<file path="src/design/sfs_pkg.sv">
// shared types and constants for the sensor frame sync and checksum block
package sfs_pkg;

    // header bytes that open a frame
    localparam logic [7:0] HDR_TDS   = 8'hAA;
    localparam logic [7:0] HDR_TEMP  = 8'hAB;
    localparam logic [7:0] HDR_OTHER = 8'hAC;

    // result queue depth and the width of its fill level
    localparam int RESULT_DEPTH = 3;
    localparam int LEVEL_W      = 2;

    // input word: one received byte
    typedef struct packed {
        logic [7:0] rx_byte;
    } rx_word_t;

    // output word: one decoded frame
    typedef struct packed {
        logic [1:0]  frame_kind;
        logic [15:0] first_value;
        logic [15:0] second_value;
    } frame_word_t;

endpackage

</file>
<file path="src/design/sfs_frame_check.sv">
// input register, byte window, running checksum and frame check
module sfs_frame_check #(
    parameter int FRAME_LENGTH = 6
) (
    input  logic                 clk,
    input  logic                 rst_n,
    input  logic                 accept,
    input  logic [7:0]           rx_byte,
    output logic                 pending,
    output logic                 res_valid,
    output sfs_pkg::frame_word_t res
);
    localparam int WIN_DEPTH = FRAME_LENGTH - 1;
    localparam int FILL_W    = $clog2(FRAME_LENGTH);

    logic             valid_reg;
    logic [7:0]       byte_reg;
    logic [7:0]       window_reg [WIN_DEPTH];
    logic [FILL_W-1:0] fill_reg, fill_next;
    logic [7:0]       sum_reg, sum_next;

    logic             full;
    logic             hdr_ok;
    logic             match;
    logic [7:0]       kind_diff;
    logic [7:0]       frame_byte [1:4];

    // input register
    always_ff @(posedge clk or negedge rst_n)
    begin
        if (!rst_n)
        begin
            valid_reg <= 1'b0;
        end
        else
        begin
            valid_reg <= accept;
        end
    end

    always_ff @(posedge clk)
    begin
        if (accept)
        begin
            byte_reg <= rx_byte;
        end
    end

    // window shifts on every valid byte; only the newest fill_reg entries are meaningful
    always_ff @(posedge clk)
    begin
        if (valid_reg)
        begin
            for (int k = 0; k < WIN_DEPTH - 1; k++)
            begin
                window_reg[k] <= window_reg[k + 1];
            end
            window_reg[WIN_DEPTH - 1] <= byte_reg;
        end
    end

    assign full = (fill_reg == FILL_W'(WIN_DEPTH));

    always_comb
    begin
        unique case (window_reg[0]) inside
            sfs_pkg::HDR_TDS, sfs_pkg::HDR_TEMP, sfs_pkg::HDR_OTHER: hdr_ok = 1'b1;
            default:                                                 hdr_ok = 1'b0;
        endcase
    end

    // sum_reg holds the byte sum of the valid window entries
    assign match = valid_reg && full && hdr_ok && (sum_reg == byte_reg);

    always_comb
    begin
        fill_next = fill_reg;
        sum_next  = sum_reg;
        if (valid_reg)
        begin
            if (match)
            begin
                fill_next = '0;
                sum_next  = '0;
            end
            else if (full)
            begin
                sum_next = sum_reg + byte_reg - window_reg[0];
            end
            else
            begin
                fill_next = fill_reg + FILL_W'(1);
                sum_next  = sum_reg + byte_reg;
            end
        end
    end

    always_ff @(posedge clk or negedge rst_n)
    begin
        if (!rst_n)
        begin
            fill_reg <= '0;
            sum_reg  <= '0;
        end
        else
        begin
            fill_reg <= fill_next;
            sum_reg  <= sum_next;
        end
    end

    // frame bytes one to four; offsets past the frame read as zero
    for (genvar k = 1; k <= 4; k++)
    begin : g_frame_byte
        if (k < WIN_DEPTH)
        begin : g_win
            assign frame_byte[k] = window_reg[k];
        end
        else if (k == WIN_DEPTH)
        begin : g_new
            assign frame_byte[k] = byte_reg;
        end
        else
        begin : g_none
            assign frame_byte[k] = 8'h00;
        end
    end

    assign kind_diff = window_reg[0] - sfs_pkg::HDR_TDS;

    assign pending          = valid_reg;
    assign res_valid        = match;
    assign res.frame_kind   = kind_diff[1:0];
    assign res.first_value  = {frame_byte[1], frame_byte[2]};
    assign res.second_value = {frame_byte[3], frame_byte[4]};

endmodule

</file>
<file path="config.mk">
export PLATFORM = sky130hd
export DESIGN_NAME = sfs_frame_check
export DESIGN_NICKNAME = d
export VERILOG_FILES = /design/src/design/sfs_pkg.sv /design/src/design/sfs_frame_check.sv
export SDC_FILE = /design/constraint.sdc
export NUM_CORES = 1
export LEC_CHECK = 0
export ABC_AREA = 1
export ABC_CLOCK_PERIOD_IN_PS = 6160
export BUFFER_PORTS_ARGS = -buffer_cell sky130_fd_sc_hd__buf_2
export CORE_UTILIZATION = 35
export DETAILED_ROUTE_END_ITERATION = 8
export PLACE_DENSITY = 0.58
export RECOVER_POWER = 100
export SLEW_MARGIN = 5
export SYNTH_ARGS = -nofsm -noshare
export SYNTH_HDL_FRONTEND = slang
export SYNTH_SLANG_ARGS = --single-unit
export TNS_END_PERCENT = 100
</file>
<file path="constraint.sdc">
create_clock -name clk -period 6.16 [get_ports clk]
set_input_delay 0.308 -clock clk [delete_from_list [all_inputs] [get_ports clk]]
set_output_delay 0.308 -clock clk [all_outputs]
set_load 0.01 [all_outputs]
</file>
==> reports/results.tsv <==
metric	value	unit
status	finished, violations left	
violated checks	capacitance limit, slew limit	
Final ANT Viol Nets	0	
Leak	1.429	nW
Post-Syn Nets	310	
gpl congestion	0.8748	
Final WS setup	2.398	ns
Crit Path Category	register to primary output	
Post-DP HPWL	4.375	mm
GRT Residual Overflow	0	
area grow syn2layout	9.024	%
leading cell type in the layout, fill and taps excluded	nand2_1	
fraction of layout cells with a size suffix above 1	9.709	%
placed cells	397	
WL per Instance	14.44	um
input/output buffers	46	
clock-pin transition on the worst setup and hold timing paths	0.07	ns
RSZ-0062 raised after global routing	no	
pwr/cell area	486.6	nW/um^2
simple-gate share of the synthesized area	15.18	%
Post-Route WL	5.980	mm
total core area	8341	um^2
GRT Overall Usage	14.84	%
Clk Latency, worst-skew pair	0.33	ns
Final Hold Fails	0	
Final TNS setup	0	ns
Finished Layout Cells	414	
WP data required	5.85	ns
starting DRC count in detailed routing	63	
Slew Viols, Final	44	
Worst-Margin Slew	1.754	ns
first-pass GRT wire length	9.853	mm
vias in the first global route	2026	
max reg flops	40	
Fmax	265.8	MHz
die extent in y	95.36	um
H-tree depth	3	
drt pass-1 iters	4	
largest net degree at the start of global routing	44	
Mapped Area	3050	um^2
Max-Cap Viols	1	
Initial Utilization	36.57	%
Filler Cell Count	829	
pre-CTS WS	3.481	ns
largest family of logic cells by synthesized area	simple AND/OR/NAND/NOR gates	
# rows	33	
synthesized instance count	281	
crit end category	primary output	
period utilization	61.07	%
Setup Viol. Count Final	0	
fin crit period	3.762	ns
Num CTS Buffers	9	
# diodes	0	
synthesized area per cell	10.86	um^2
vias per std cell	4.734	
Die ar.	9093	um^2
Num Clock Sinks	60	
drc violations	0	
Post-Synth Adder-Cell Area	7.875	%
fin util	39.87	%
Layout Nets	333	
postcts setup bufs	0	
Die X	95.36	um
CTS tree	done	
register bit total from synthesis	60	
worst hold slack	0.1433	ns
commonest cells after routing, fill and taps aside	55 x nand2_1, 48 x edfxtp_1, 39 x clkbuf_1	
Peak VDD IR	185.7	uV
vias	1960	
XOR/XNOR Fraction of Synth Area	2.297	%
skew final	0.008379	ns
worst-path maximum fanout	43	
Root Buffer	clkbuf_8	
relative slew slack	-16.95	%
sequential area share after synthesis	57.10	%
Synth Area in Compound Gates	4.594	%
yosys warns	0	
CP Launch Type	register	
initial antenna violation count	0	
Netlist cell types	30	
CP arrival	3.45	ns
multiplexer share of the synthesized area	0	%
Ports	47	
Max clock buf depth	2	
worst hold-check path type	primary input to register	
[kinds of logic after synthesis]
group	after synthesis
simple gates	102
buf+inv	70
flops	60
compound gates	23
fa+ha+maj	18
xor+xnor	8
[where the power goes]
| group | switching (mW) | internal (mW) |
|---|---|---|
| logic | 0.401 | 0.263 |
| registers | 0.0503 | 0.505 |
| clock network | 0.149 | 0.249 |
[routing by layer]
layer  track usage, %  vias up  share of wire [%]
li1                 -      962                  -
met1            18.49      935                 48
met2            23.93       57                 46
met3            3.429        6                5.7
met4            7.702        0                1.2
met5                0        -                  0
[synth_stat cells (all sizes together)]
master	n	area share [%]
nor2	14	2.2
fa	2	1.3
and2	1	0.29
inv	35	4.3
or2	2	0.41
ha	16	6.6
edfxtp	48	47
nand2	56	7.1
xnor2	2	0.57
o21ai	4	0.66
nand4	7	1.4
a31oi	1	0.21
dfrtp	12	9.8
o22ai	3	0.62
a22o	3	0.98
a21oi	10	1.6
xor2	6	1.7
o21bai	1	0.25
a21o	1	0.25
nor4	2	0.41
nand3	20	3.3
buf	35	8.7
[path summary, 6_finish.rpt]
path | start | to | slack [ns] | cells past startpoint
worst max-delay path | pending$_DFF_PN0_ | res_valid | 2.40 | 5
worst max register to register | pending$_DFF_PN0_ | sum_reg[4]$_DFFE_PN0P_ | 2.79 | 5
worst min-delay path | rx_byte[3] | byte_reg[3]$_DFFE_PP_ | 0.14 | 1
worst min register to register | window_reg[0][26]$_DFFE_PP_ | window_reg[0][18]$_DFFE_PP_ | 0.44 | 0
min in group asynchronous | rst_n | fill_reg[1]$_DFFE_PN0P_ | 0.58 | 2
max in group asynchronous | rst_n | sum_reg[0]$_DFFE_PN0P_ | 5.08 | 2
[worst max-delay path, cell delays in order, from the launching register on]
cell      delay [ns]
dfrtp_1         1.51
inv_1           0.64
nor2_4          0.24
inv_1           0.09
nor4_1          0.42
clkbuf_1        0.20
[timing repair]
action / in CTS / in global routing
endpoints found under the hold margin: 12 / 0
hold buffers: 1 / 0
resized for setup: 0 / 0
[area by class of cell]
class                      instances  area [um^2]  area share, %
clock buffer                      12        155.1          4.665
sequential                        60         1742          52.37
clock inverter                     4        72.57          2.182
multi-input combinational        151        900.9          27.09
inverter                          35        131.4          3.950
timing repair buffer              47        192.7          5.794
tap                              105        131.4          3.950
[stage by stage]
stage	power, mW	cell area, um^2
after floorplan	1.092	3050
after global placement	1.228	3149
after detailed placement	1.224	3149
after CTS	1.633	3387
after global routing	1.749	3326
final	1.618	3326
Power figures use the tool's default switching activity.
