`config.mk`:
```
export PLATFORM = sky130hd
export DESIGN_NAME = sfs_result_fifo_flat
export DESIGN_NICKNAME = d
export VERILOG_FILES = /design/src/design/sfs_pkg.sv /design/src/design/sfs_stream_if.sv /design/src/design/sfs_result_fifo.sv /design/src/flat_wrapper.sv
export SDC_FILE = /design/constraint.sdc
export NUM_CORES = 1
export LEC_CHECK = 0
export ABC_AREA = 1
export ABC_CLOCK_PERIOD_IN_PS = 1800
export BUFFER_PORTS_ARGS = -buffer_cell sky130_fd_sc_hd__buf_2
export CORE_AREA = 2 2 39 41
export CTS_CLUSTER_SIZE = 10
export DETAILED_ROUTE_END_ITERATION = 8
export DIE_AREA = 0 0 41 43
export HOLD_SLACK_MARGIN = 0.12
export MAX_ROUTING_LAYER = met4
export PLACE_DENSITY_LB_ADDON = 0.12
export SYNTH_ARGS = -nofsm -noshare
export SYNTH_HDL_FRONTEND = slang
export SYNTH_SLANG_ARGS = --single-unit
```
`constraint.sdc`:
```
create_clock -name clk -period 1.8 [get_ports clk]
set_clock_uncertainty 0.2 [all_clocks]
set_input_delay 0.36 -clock clk [delete_from_list [all_inputs] [get_ports clk]]
set_output_delay 0.36 -clock clk [all_outputs]
set_load 0.02 [all_outputs]
```
`src/design/sfs_pkg.sv`:
```
// shared types and constants for the sensor frame sync and checksum block
package sfs_pkg;

    // header bytes that open a frame
    localparam logic [7:0] HDR_TDS   = 8'hAA;
    localparam logic [7:0] HDR_TEMP  = 8'hAB;
    localparam logic [7:0] HDR_OTHER = 8'hAC;

    // result queue depth and the width of its fill level
    localparam int RESULT_DEPTH = 3;
    localparam int LEVEL_W      = 2;

    // input word: one received byte
    typedef struct packed {
        logic [7:0] rx_byte;
    } rx_word_t;

    // output word: one decoded frame
    typedef struct packed {
        logic [1:0]  frame_kind;
        logic [15:0] first_value;
        logic [15:0] second_value;
    } frame_word_t;

endpackage

```
`src/design/sfs_stream_if.sv`:
```
// valid/ready stream channel carrying one word per handshake
interface sfs_stream_if #(
    parameter type data_t = logic
) ();
    logic  valid;
    logic  ready;
    data_t data;

    modport source (output valid, output data, input ready);
    modport sink   (input valid, input data, output ready);
endinterface

```
`src/design/sfs_result_fifo.sv`:
```
// small result queue that drives the output channel
module sfs_result_fifo (
    input  logic                           clk,
    input  logic                           rst_n,
    input  logic                           push,
    input  sfs_pkg::frame_word_t           push_data,
    output logic [sfs_pkg::LEVEL_W-1:0]    level,
    sfs_stream_if.source                   frame
);
    localparam logic [sfs_pkg::LEVEL_W-1:0] LAST = sfs_pkg::LEVEL_W'(sfs_pkg::RESULT_DEPTH - 1);

    sfs_pkg::frame_word_t          mem [sfs_pkg::RESULT_DEPTH];
    logic [sfs_pkg::LEVEL_W-1:0]   wr_ptr_reg, rd_ptr_reg, count_reg;
    logic [sfs_pkg::LEVEL_W-1:0]   wr_ptr_next, rd_ptr_next, count_next;
    logic                          pop;

    assign pop = frame.valid && frame.ready;

    always_comb
    begin
        wr_ptr_next = wr_ptr_reg;
        rd_ptr_next = rd_ptr_reg;
        count_next  = count_reg;
        if (push)
        begin
            wr_ptr_next = (wr_ptr_reg == LAST) ? '0 : wr_ptr_reg + sfs_pkg::LEVEL_W'(1);
        end
        if (pop)
        begin
            rd_ptr_next = (rd_ptr_reg == LAST) ? '0 : rd_ptr_reg + sfs_pkg::LEVEL_W'(1);
        end
        if (push && !pop)
        begin
            count_next = count_reg + sfs_pkg::LEVEL_W'(1);
        end
        else if (pop && !push)
        begin
            count_next = count_reg - sfs_pkg::LEVEL_W'(1);
        end
    end

    always_ff @(posedge clk or negedge rst_n)
    begin
        if (!rst_n)
        begin
            wr_ptr_reg <= '0;
            rd_ptr_reg <= '0;
            count_reg  <= '0;
        end
        else
        begin
            wr_ptr_reg <= wr_ptr_next;
            rd_ptr_reg <= rd_ptr_next;
            count_reg  <= count_next;
        end
    end

    always_ff @(posedge clk)
    begin
        if (push)
        begin
            mem[wr_ptr_reg] <= push_data;
        end
    end

    assign frame.valid = (count_reg != '0);
    assign frame.data  = mem[rd_ptr_reg];
    assign level       = count_reg;

endmodule

```
`src/flat_wrapper.sv`:
```
// flat-port wrapper written by rule: the top's interface ports become plain ports
module sfs_result_fifo_flat 
  (clk, rst_n, push, push_data, level, frame_valid, frame_data, frame_ready);
  sfs_stream_if frame_i ();
  input  logic clk;
  input  logic rst_n;
  input  logic push;
  input  sfs_pkg::frame_word_t push_data;
  output logic [sfs_pkg::LEVEL_W-1:0] level;
  output wire logic [$bits(frame_i.valid)-1:0] frame_valid;
  output wire logic [$bits(frame_i.data)-1:0] frame_data;
  input wire logic [$bits(frame_i.ready)-1:0] frame_ready;
  assign frame_valid = frame_i.valid;
  assign frame_data = frame_i.data;
  assign frame_i.ready = frame_ready;
  sfs_result_fifo u_core (.clk(clk), .rst_n(rst_n), .push(push), .push_data(push_data), .level(level), .frame(frame_i));
endmodule
```
==> flow_summary.yaml, run 1 <==
layout:
  nets: 99
  max_flop_register: "u_core.mem"
  largest_reg_flops: 3
  drive_gt1_frac: 0.288
  n_antenna_cell: 0
  area.growth.synth_to_final_pct: 25.1
  finalCoreUtilization: 0.383
  nFillCells: 161
timing:
  max-slew-margin-rel: 0.893
  setup_slack_ns: 0.125
  setup_viol: 0
  min_period_ns: 1.67
  hold_viol_final: 0
  rsz0062_at_grt: "no"
  fmax_ghz: 0.597
  fin_setup_tns_ns: 0
  finalCritPeriodShare: 0.931
  finalMaxSlewViolations: 0
  worstMarginPinSlew_ns: 0.159
route:
  dr.first_iter.drc_count: 5
  routed_via_density: 4.35
  via_count: 326
  wl_per_cell_um: 9.76
  first_pass_iters: 4
  ant_nets: 0
  drc_errors: 0
  totalWireLength_um: 732
clock_network:
  root_buffer: "clkbuf_4"
  postCtsSetupBuffers: 0
  post_cts_resized: 0
  clk_path_buf_depth: 2
  clkSinkCount: 9
  htreeDepth: 1
  cts_tree: "built"
  clock_latency_ns: 0.25
  ctsHoldBuffers: 2
  clkTransAtPathRegs_ns: 0.06
  cts_buffers: 3
synthesis:
  synth_seq_area_share: 0.566
  synthesis.area_sq_um: 424
  synth_cell_types: 14
  syn_inst: 45
  yosysWarnings: 0
  synthesis.nets: 84
  ys_ff_latch: 9
  avgSynthCellArea_sq_um: 9.43
setup_path:
  cp_max_fo: 4
  ff2ff_setup_slack_ns: 0.29
  cp-start-kind: "flop"
  arrival_ns: 1.11
  worst_r2r_startpoint: "u_core.level[1]$_DFFE_PN0P_"
  crit_type: "reg -> out"
  end_kind: "output pin"
  startpoint: "u_core.rd_ptr_reg[0]$_DFFE_PN0P_"
  required_ns: 1.24
worst_hold_path:
  hp-start: "frame_ready"
  hold_class: "in -> reg"
pwr:
  p_leak_nw: 0.274
  finalPower_uw: 890
  powerDensity_nw_per_um2: 1680
  ir_drop_v: 0.000590
floorplanning:
  die_x_um: 41
  die-area_sq_um: 1760
  start_util: 0.307
  rows: 14
  core_area_sq_um: 1380
  pin_count: 42
  die_height_um: 43
placed_design:
  dpl.hpwl_um: 578
  gp_congestion: 0.635
  dp_slack_ns: 0.283
  portBuffers: 8
grt:
  grt_pass1_vias: 295
  antenna_found_initial: 0
  grt_pass1_wl_um: 1180
  grt_max_degree: 7
  grt_overflow: 0
  grtUsageTotal: 0.105
run_status:
  outcome: "finished, final reports clean"
job:
  timing.max_cap.violations: 0
## area by class of cell
class / count / area, sq um / share of cell area
Multi-Input combinational cell: 27 / 150 / 0.283
Sequential cell: 9 / 240 / 0.453
Clock buffer: 4 / 26.3 / 0.0495
Inverter: 9 / 33.8 / 0.0637
Tap cell: 16 / 20.0 / 0.0377
Timing Repair Buffer: 10 / 60.1 / 0.113
## where the power goes
part,internal (mW),switching [mW]
clock network,0.0853,0.0688
registers,0.289,0.0588
logic,0.141,0.247
total,0.515,0.375
## cell usage after synthesis
| master | instances | area [sq um] |
|---|---|---|
| dfrtp_1 | 6 | 150 |
| edfxtp_1 | 3 | 90.1 |
| ha_1 | 1 | 12.5 |
| inv_1 | 7 | 26.3 |
| inv_2 | 2 | 7.51 |
| nand2_1 | 10 | 37.5 |
| nand2_2 | 1 | 6.26 |
| nand2_4 | 2 | 22.5 |
| nand3_1 | 6 | 30.0 |
| nand4_1 | 1 | 6.26 |
| nor2_1 | 2 | 7.51 |
| o21ai_0 | 2 | 10.0 |
| o21ai_2 | 1 | 8.76 |
| xnor2_1 | 1 | 8.76 |
## worst max-delay path, stage by stage, from the launching register on
cell and delay (ns):
dfrtp_1 0.41, nor2_1 0.17, nand2_1 0.07, nand3_1 0.06
buf_2 0.16
## per-stage QoR
stage | hold slack [ns] | instance area [sq um] | cells
2_1_floorplan | -0.136 | 424 | 45
3_3_place_gp | -0.000234 | 484 | 69
3_5_place_dp | 0.000138 | 484 | 69
4_1_cts | 0.168 | 531 | 75
5_1_grt | 0.176 | 531 | 75
6_report | 0.180 | 531 | 75
## worst paths after layout
kind / to / cells after the start
max: frame_data / 4
min: u_core.rd_ptr_reg[0]$_DFFE_PN0P_ / 3
max reg2reg: u_core.level[1]$_DFFE_PN0P_ / 8
min reg2reg: u_core.level[1]$_DFFE_PN0P_ / 2
max in group asynchronous: u_core.wr_ptr_reg[0]$_DFFE_PN0P_ / 2
min in group asynchronous: u_core.rd_ptr_reg[0]$_DFFE_PN0P_ / 2
## per-layer routing
layer / wire length (um) / track usage / vias to the layer above
li1: - / - / 170
met1: 323 / 0.124 / 147
met2: 354 / 0.153 / 9
met3: 53 / 0.0471 / 0
met4: 0 / 0.0400 / 0
met5: 0 / - / -
## kinds of logic after synthesis
kind of cell / after synthesis / share of synthesized area
and+or+nand+nor: 22 / 0.260
buffers and inverters: 9 / 0.0797
DFF: 9 / 0.566
AOI/OAI and AO/OA: 3 / 0.0443
xor gates and xnor gates: 1 / 0.0207
adders and majority gates: 1 / 0.0295
## cells in the final DEF, fill, tap and decap left out
cell type,netlist,layout
o21ai_0,2,2
clkbuf_1,0,1
inv_1,7,7
nor2_1,2,2
nand2_2,1,1
clkbuf_4,0,3
nand2_1,10,10
ha_1,1,1
buf_2,0,8
dlygate4sd3_1,0,2
inv_2,2,2
o21ai_2,1,1
edfxtp_1,3,3
nand4_1,1,1
nand3_1,6,6
xnor2_1,1,1
dfrtp_1,6,6
nand2_4,2,2
Power figures use the tool's default switching activity.
==> run 2, diff against run 1 <==
BUFFER_PORTS_ARGS = not set   (was -buffer_cell sky130_fd_sc_hd__buf_2)
DONT_BUFFER_PORTS = 1   (was not set)
==> flow_summary.yaml, run 2 (synthesis results as in run 1) <==
setup_path:
  cp-start-kind: "input pin"
  cp_slowest_stage_delay_ns: 0.60
  path_delay_family: "buffers and inverters"
  crit_chain: "dlygate4sd3_1, nand2_4, ha_1, inv_1, nand3_1, nand2_1, nand2_1"
  required_ns: 1.76
  end_kind: "flop"
  crit_buf_inv: 2
  crit_type: "in -> reg"
  arrival_ns: 1.61
  crit_slowest_cell: "dlygate4sd3_1"
  cpMostUsedCell: "nand2_1"
  cp_max_fo: 4
route:
  first_pass_iters: 4
  dr.first_iter.drc_count: 6
  totalWireLength_um: 766
  drc_errors: 0
  via_count: 326
  ant_nets: 0
  routed_via_density: 4.59
  wl_per_cell_um: 10.8
clock_network:
  cts_tree: "built"
  clkSinkCount: 9
  root_buffer: "clkbuf_4"
  htreeDepth: 1
  clock_latency_ns: 0.26
  cts_buffers: 3
  clk_path_buf_depth: 2
  post_cts_resized: 0
  clkTransAtPathRegs_ns: 0.06
timing:
  hold_slack_ns: 0.140
  worstMarginPinSlew_ns: 0.294
  finalMaxSlewViolations: 0
  fin_setup_tns_ns: 0
  hold_viol_final: 0
  finalCritPeriodShare: 0.917
  max-slew-margin-rel: 0.804
  setup_viol: 0
  fmax_ghz: 0.606
  rsz0062_at_grt: "no"
  setup_slack_ns: 0.149
  min_period_ns: 1.65
floorplanning:
  die-area_sq_um: 1760
  core_area_sq_um: 1380
  die_x_um: 41
  start_util: 0.307
  pin_count: 42
  die_height_um: 43
  rows: 14
run_status:
  outcome: "finished, final reports clean"
layout:
  max_flop_register: "u_core.mem"
  layout_common_cells: "nand2_1 (10), inv_1 (7), nand3_1 (6), dfrtp_1 (6), dlygate4sd3_1 (4)"
  final_common_cell: "nand2_1"
  finalCoreUtilization: 0.380
  largest_reg_flops: 3
  final_area_sq_um: 526
  n_antenna_cell: 0
  area.growth.synth_to_final_pct: 23.9
  final_cells: 71
  nets: 95
  drive_gt1_frac: 0.200
  nFillCells: 143
job:
  timing.max_cap.violations: 0
pwr:
  finalPower_uw: 884
  powerDensity_nw_per_um2: 1680
  ir_drop_v: 0.000546
  p_leak_nw: 0.261
placed_design:
  dpl.hpwl_um: 577
  gp_congestion: 0.577
  portBuffers: 0
  placed_area_sq_um: 459
  dp_slack_ns: 0.289
  place_inst: 63
worst_hold_path:
  hold_class: "in -> reg"
grt:
  grt_overflow: 0
  grtUsageTotal: 0.121
  grt_max_degree: 7
  grt_pass1_vias: 323
  antenna_found_initial: 0
  grt_pass1_wl_um: 1290
## run 2: changes by cell type in the layout (fill, tap and decap cells not counted), sizes merged
cell	change
buf	-6
dlygate4sd3	+2
## run 2: power breakdown
group / leakage (nW) / internal [mW] / switching [mW] / total, mW
registers: 0.102 / 0.289 / 0.0485 / 0.337
logic: 0.144 / 0.136 / 0.255 / 0.391
clock network: 0.0150 / 0.0855 / 0.0711 / 0.157
total: 0.261 / 0.510 / 0.374 / 0.884
## run 2: cell type report
| type | count | area [sq um] | area share |
|---|---|---|---|
| flip-flops and latches | 9 | 240 | 0.457 |
| multi-input cells | 27 | 150 | 0.286 |
| repair buffers | 6 | 55.1 | 0.105 |
| inverters | 9 | 33.8 | 0.0643 |
| clock buffers | 4 | 26.3 | 0.0500 |
| well taps | 16 | 20.0 | 0.0381 |
## run 2: final timing paths
path,cells past startpoint,end,start,slack (ns)
setup reg to reg,8,u_core.level[1]$_DFFE_PN0P_,u_core.level[1]$_DFFE_PN0P_,0.29
max in group asynchronous,1,u_core.rd_ptr_reg[1]$_DFFE_PN0P_,rst_n,0.96
hold / removal,2,u_core.level[0]$_DFFE_PN0P_,push,0.14
min in group asynchronous,1,u_core.level[0]$_DFFE_PN0P_,rst_n,0.21
hold reg to reg,2,u_core.rd_ptr_reg[0]$_DFFE_PN0P_,u_core.rd_ptr_reg[0]$_DFFE_PN0P_,0.34
setup / recovery,7,u_core.level[1]$_DFFE_PN0P_,frame_ready,0.15
## run 2: layer usage
metal | up-vias | part of all wire | wire (um) | track usage
li1 | 161 | - | - | -
met1 | 149 | 0.41 | 314 | 0.151
met2 | 12 | 0.48 | 371 | 0.147
met3 | 4 | 0.069 | 53 | 0.0471
met4 | 0 | 0.035 | 27 | 0.100
met5 | - | 0 | 0 | -
## run 2: repair_timing
action	4_1_cts	5_1_grt
buffers inserted	0	0
hold buffers	4	0
endpoints found under the hold margin	13	0
==> run 3, diff against run 2 <==
CTS_BUF_LIST = sky130_fd_sc_hd__clkbuf_8 sky130_fd_sc_hd__clkbuf_16   (was not set)
==> flow_summary.yaml, run 3 (synthesis results as in run 1) <==
placed_design:
  dpl.hpwl_um: 577
  gp_congestion: 0.577
  dp_slack_ns: 0.289
  placed_area_sq_um: 459
  portBuffers: 0
  place_inst: 63
timing:
  rsz0062_at_grt: "no"
  min_period_ns: 1.69
  setup_viol: 0
  worstMarginPinSlew_ns: 0.295
  fmax_ghz: 0.593
  hold_viol_final: 0
  fin_setup_tns_ns: 0
  max-slew-margin-rel: 0.803
  finalCritPeriodShare: 0.937
  hold_slack_ns: 0.128
  finalMaxSlewViolations: 0
  setup_slack_ns: 0.113
layout:
  nets: 95
  nFillCells: 139
  final_area_sq_um: 544
  final_common_cell: "nand2_1"
  layout_common_cells: "nand2_1 (10), inv_1 (8), nand3_1 (6), dfrtp_1 (6), dlygate4sd3_1 (4)"
  largest_reg_flops: 3
  finalCoreUtilization: 0.393
  max_flop_register: "u_core.mem"
  n_antenna_cell: 0
  final_cells: 71
  area.growth.synth_to_final_pct: 28.3
  drive_gt1_frac: 0.200
pwr:
  ir_drop_v: 0.000581
  swShare: 0.399
  seq_power_share: 0.354
  p_leak_nw: 0.273
  switchingPower_uw: 381
  combPwrFrac: 0.408
  clkPwrFrac: 0.238
  p_int_uw: 574
  powerDensity_nw_per_um2: 1750
  finalPower_uw: 955
job:
  timing.max_cap.violations: 0
clock_network:
  clock_latency_ns: 0.23
  cts_buffers: 3
  clkTransAtPathRegs_ns: 0.04
  clk_path_buf_depth: 2
  postCtsSetupBuffers: 0
  cts_tree: "built"
  root_buffer: "clkbuf_8"
  htreeDepth: 1
  clkSinkCount: 9
worst_hold_path:
  worstHoldEndpoint: "u_core.wr_ptr_reg[1]$_DFFE_PN0P_"
  hp-start: "push"
  holdPathStages: 2
  hold_class: "in -> reg"
floorplanning:
  rows: 14
  die-area_sq_um: 1760
  pin_count: 42
  die_height_um: 43
  start_util: 0.307
  die_x_um: 41
  core_area_sq_um: 1380
grt:
  grt_pass1_wl_um: 1310
  grt_max_degree: 7
  grtUsageTotal: 0.122
  grt_pass1_vias: 326
  antenna_found_initial: 0
  grt_overflow: 0
setup_path:
  crit_slowest_cell: "dlygate4sd3_1"
  crit_buf_inv: 2
  ff2ff_setup_slack_ns: 0.30
  crit_chain: "dlygate4sd3_1, nand2_4, ha_1, inv_1, nand3_1, nand2_1, nand2_1"
  path_depth: 7
  cpMostUsedCell: "nand2_1"
  rr_worst_depth: 8
  cp-start-kind: "input pin"
  path_delay_family: "buffers and inverters"
  arrival_ns: 1.61
  crit_type: "in -> reg"
  end_kind: "flop"
  cp_max_fo: 4
  cp_slowest_stage_delay_ns: 0.60
  r2r_end: "u_core.level[1]$_DFFE_PN0P_"
  worst_r2r_startpoint: "u_core.level[1]$_DFFE_PN0P_"
  required_ns: 1.72
route:
  first_pass_iters: 2
  via_count: 324
  drc_errors: 0
  routed_via_density: 4.56
  wl_per_cell_um: 10.9
  totalWireLength_um: 773
  dr.first_iter.drc_count: 3
  ant_nets: 0
run_status:
  outcome: "finished, final reports clean"
run 3: how the worst max path moves through the flow:
stage / from / endpoint / slack (ns)
2_1_floorplan: u_core.level[1]$_DFFE_PN0P_ / u_core.level[1]$_DFFE_PN0P_ / 0.20
3_3_place_gp: u_core.level[1]$_DFFE_PN0P_ / u_core.level[1]$_DFFE_PN0P_ / 0.33
3_5_place_dp: u_core.level[1]$_DFFE_PN0P_ / u_core.level[1]$_DFFE_PN0P_ / 0.29
4_1_cts: frame_ready / u_core.level[1]$_DFFE_PN0P_ / 0.11
5_1_grt: frame_ready / u_core.level[1]$_DFFE_PN0P_ / 0.04
6_report: frame_ready / u_core.level[1]$_DFFE_PN0P_ / 0.11
run 3: cell type report:
type                       instances  area, sq um  share of cell area
sequential                         9          240               0.441
multi-input combinational         27          150               0.276
timing repair buffer               6         55.1               0.101
clock buffer                       3         41.3              0.0759
inverter                           9         33.8              0.0621
tap                               16         20.0              0.0368
clock inverter                     1         3.75             0.00690
run 3: metal layers:
| metal | GRT usage | up-vias | wire length [um] |
|---|---|---|---|
| met5 | - | - | 0 |
| met1 | 0.154 | 149 | 316 |
| met2 | 0.147 | 10 | 379 |
| met3 | 0.0471 | 4 | 50 |
| li1 | - | 161 | - |
| met4 | 0.100 | 0 | 27 |
run 3: power groups by stage:
stage / clock [mW] / combinational, mW / sequential (mW)
finish: 0.227 / 0.390 / 0.338
global route: 0.253 / 0.437 / 0.351
CTS: 0.236 / 0.397 / 0.339
detailed placement: 0 / 0.383 / 0.341
global placement: 0 / 0.366 / 0.337
floorplan: 0 / 0.264 / 0.370
run 3: timing repair:
| action | in CTS | in global routing |
|---|---|---|
| hold endpoints to repair | 13 | 0 |
| gates resized for setup | 0 | 0 |
| endpoints found under the setup margin | 0 | 0 |
| hold buffers | 4 | 0 |
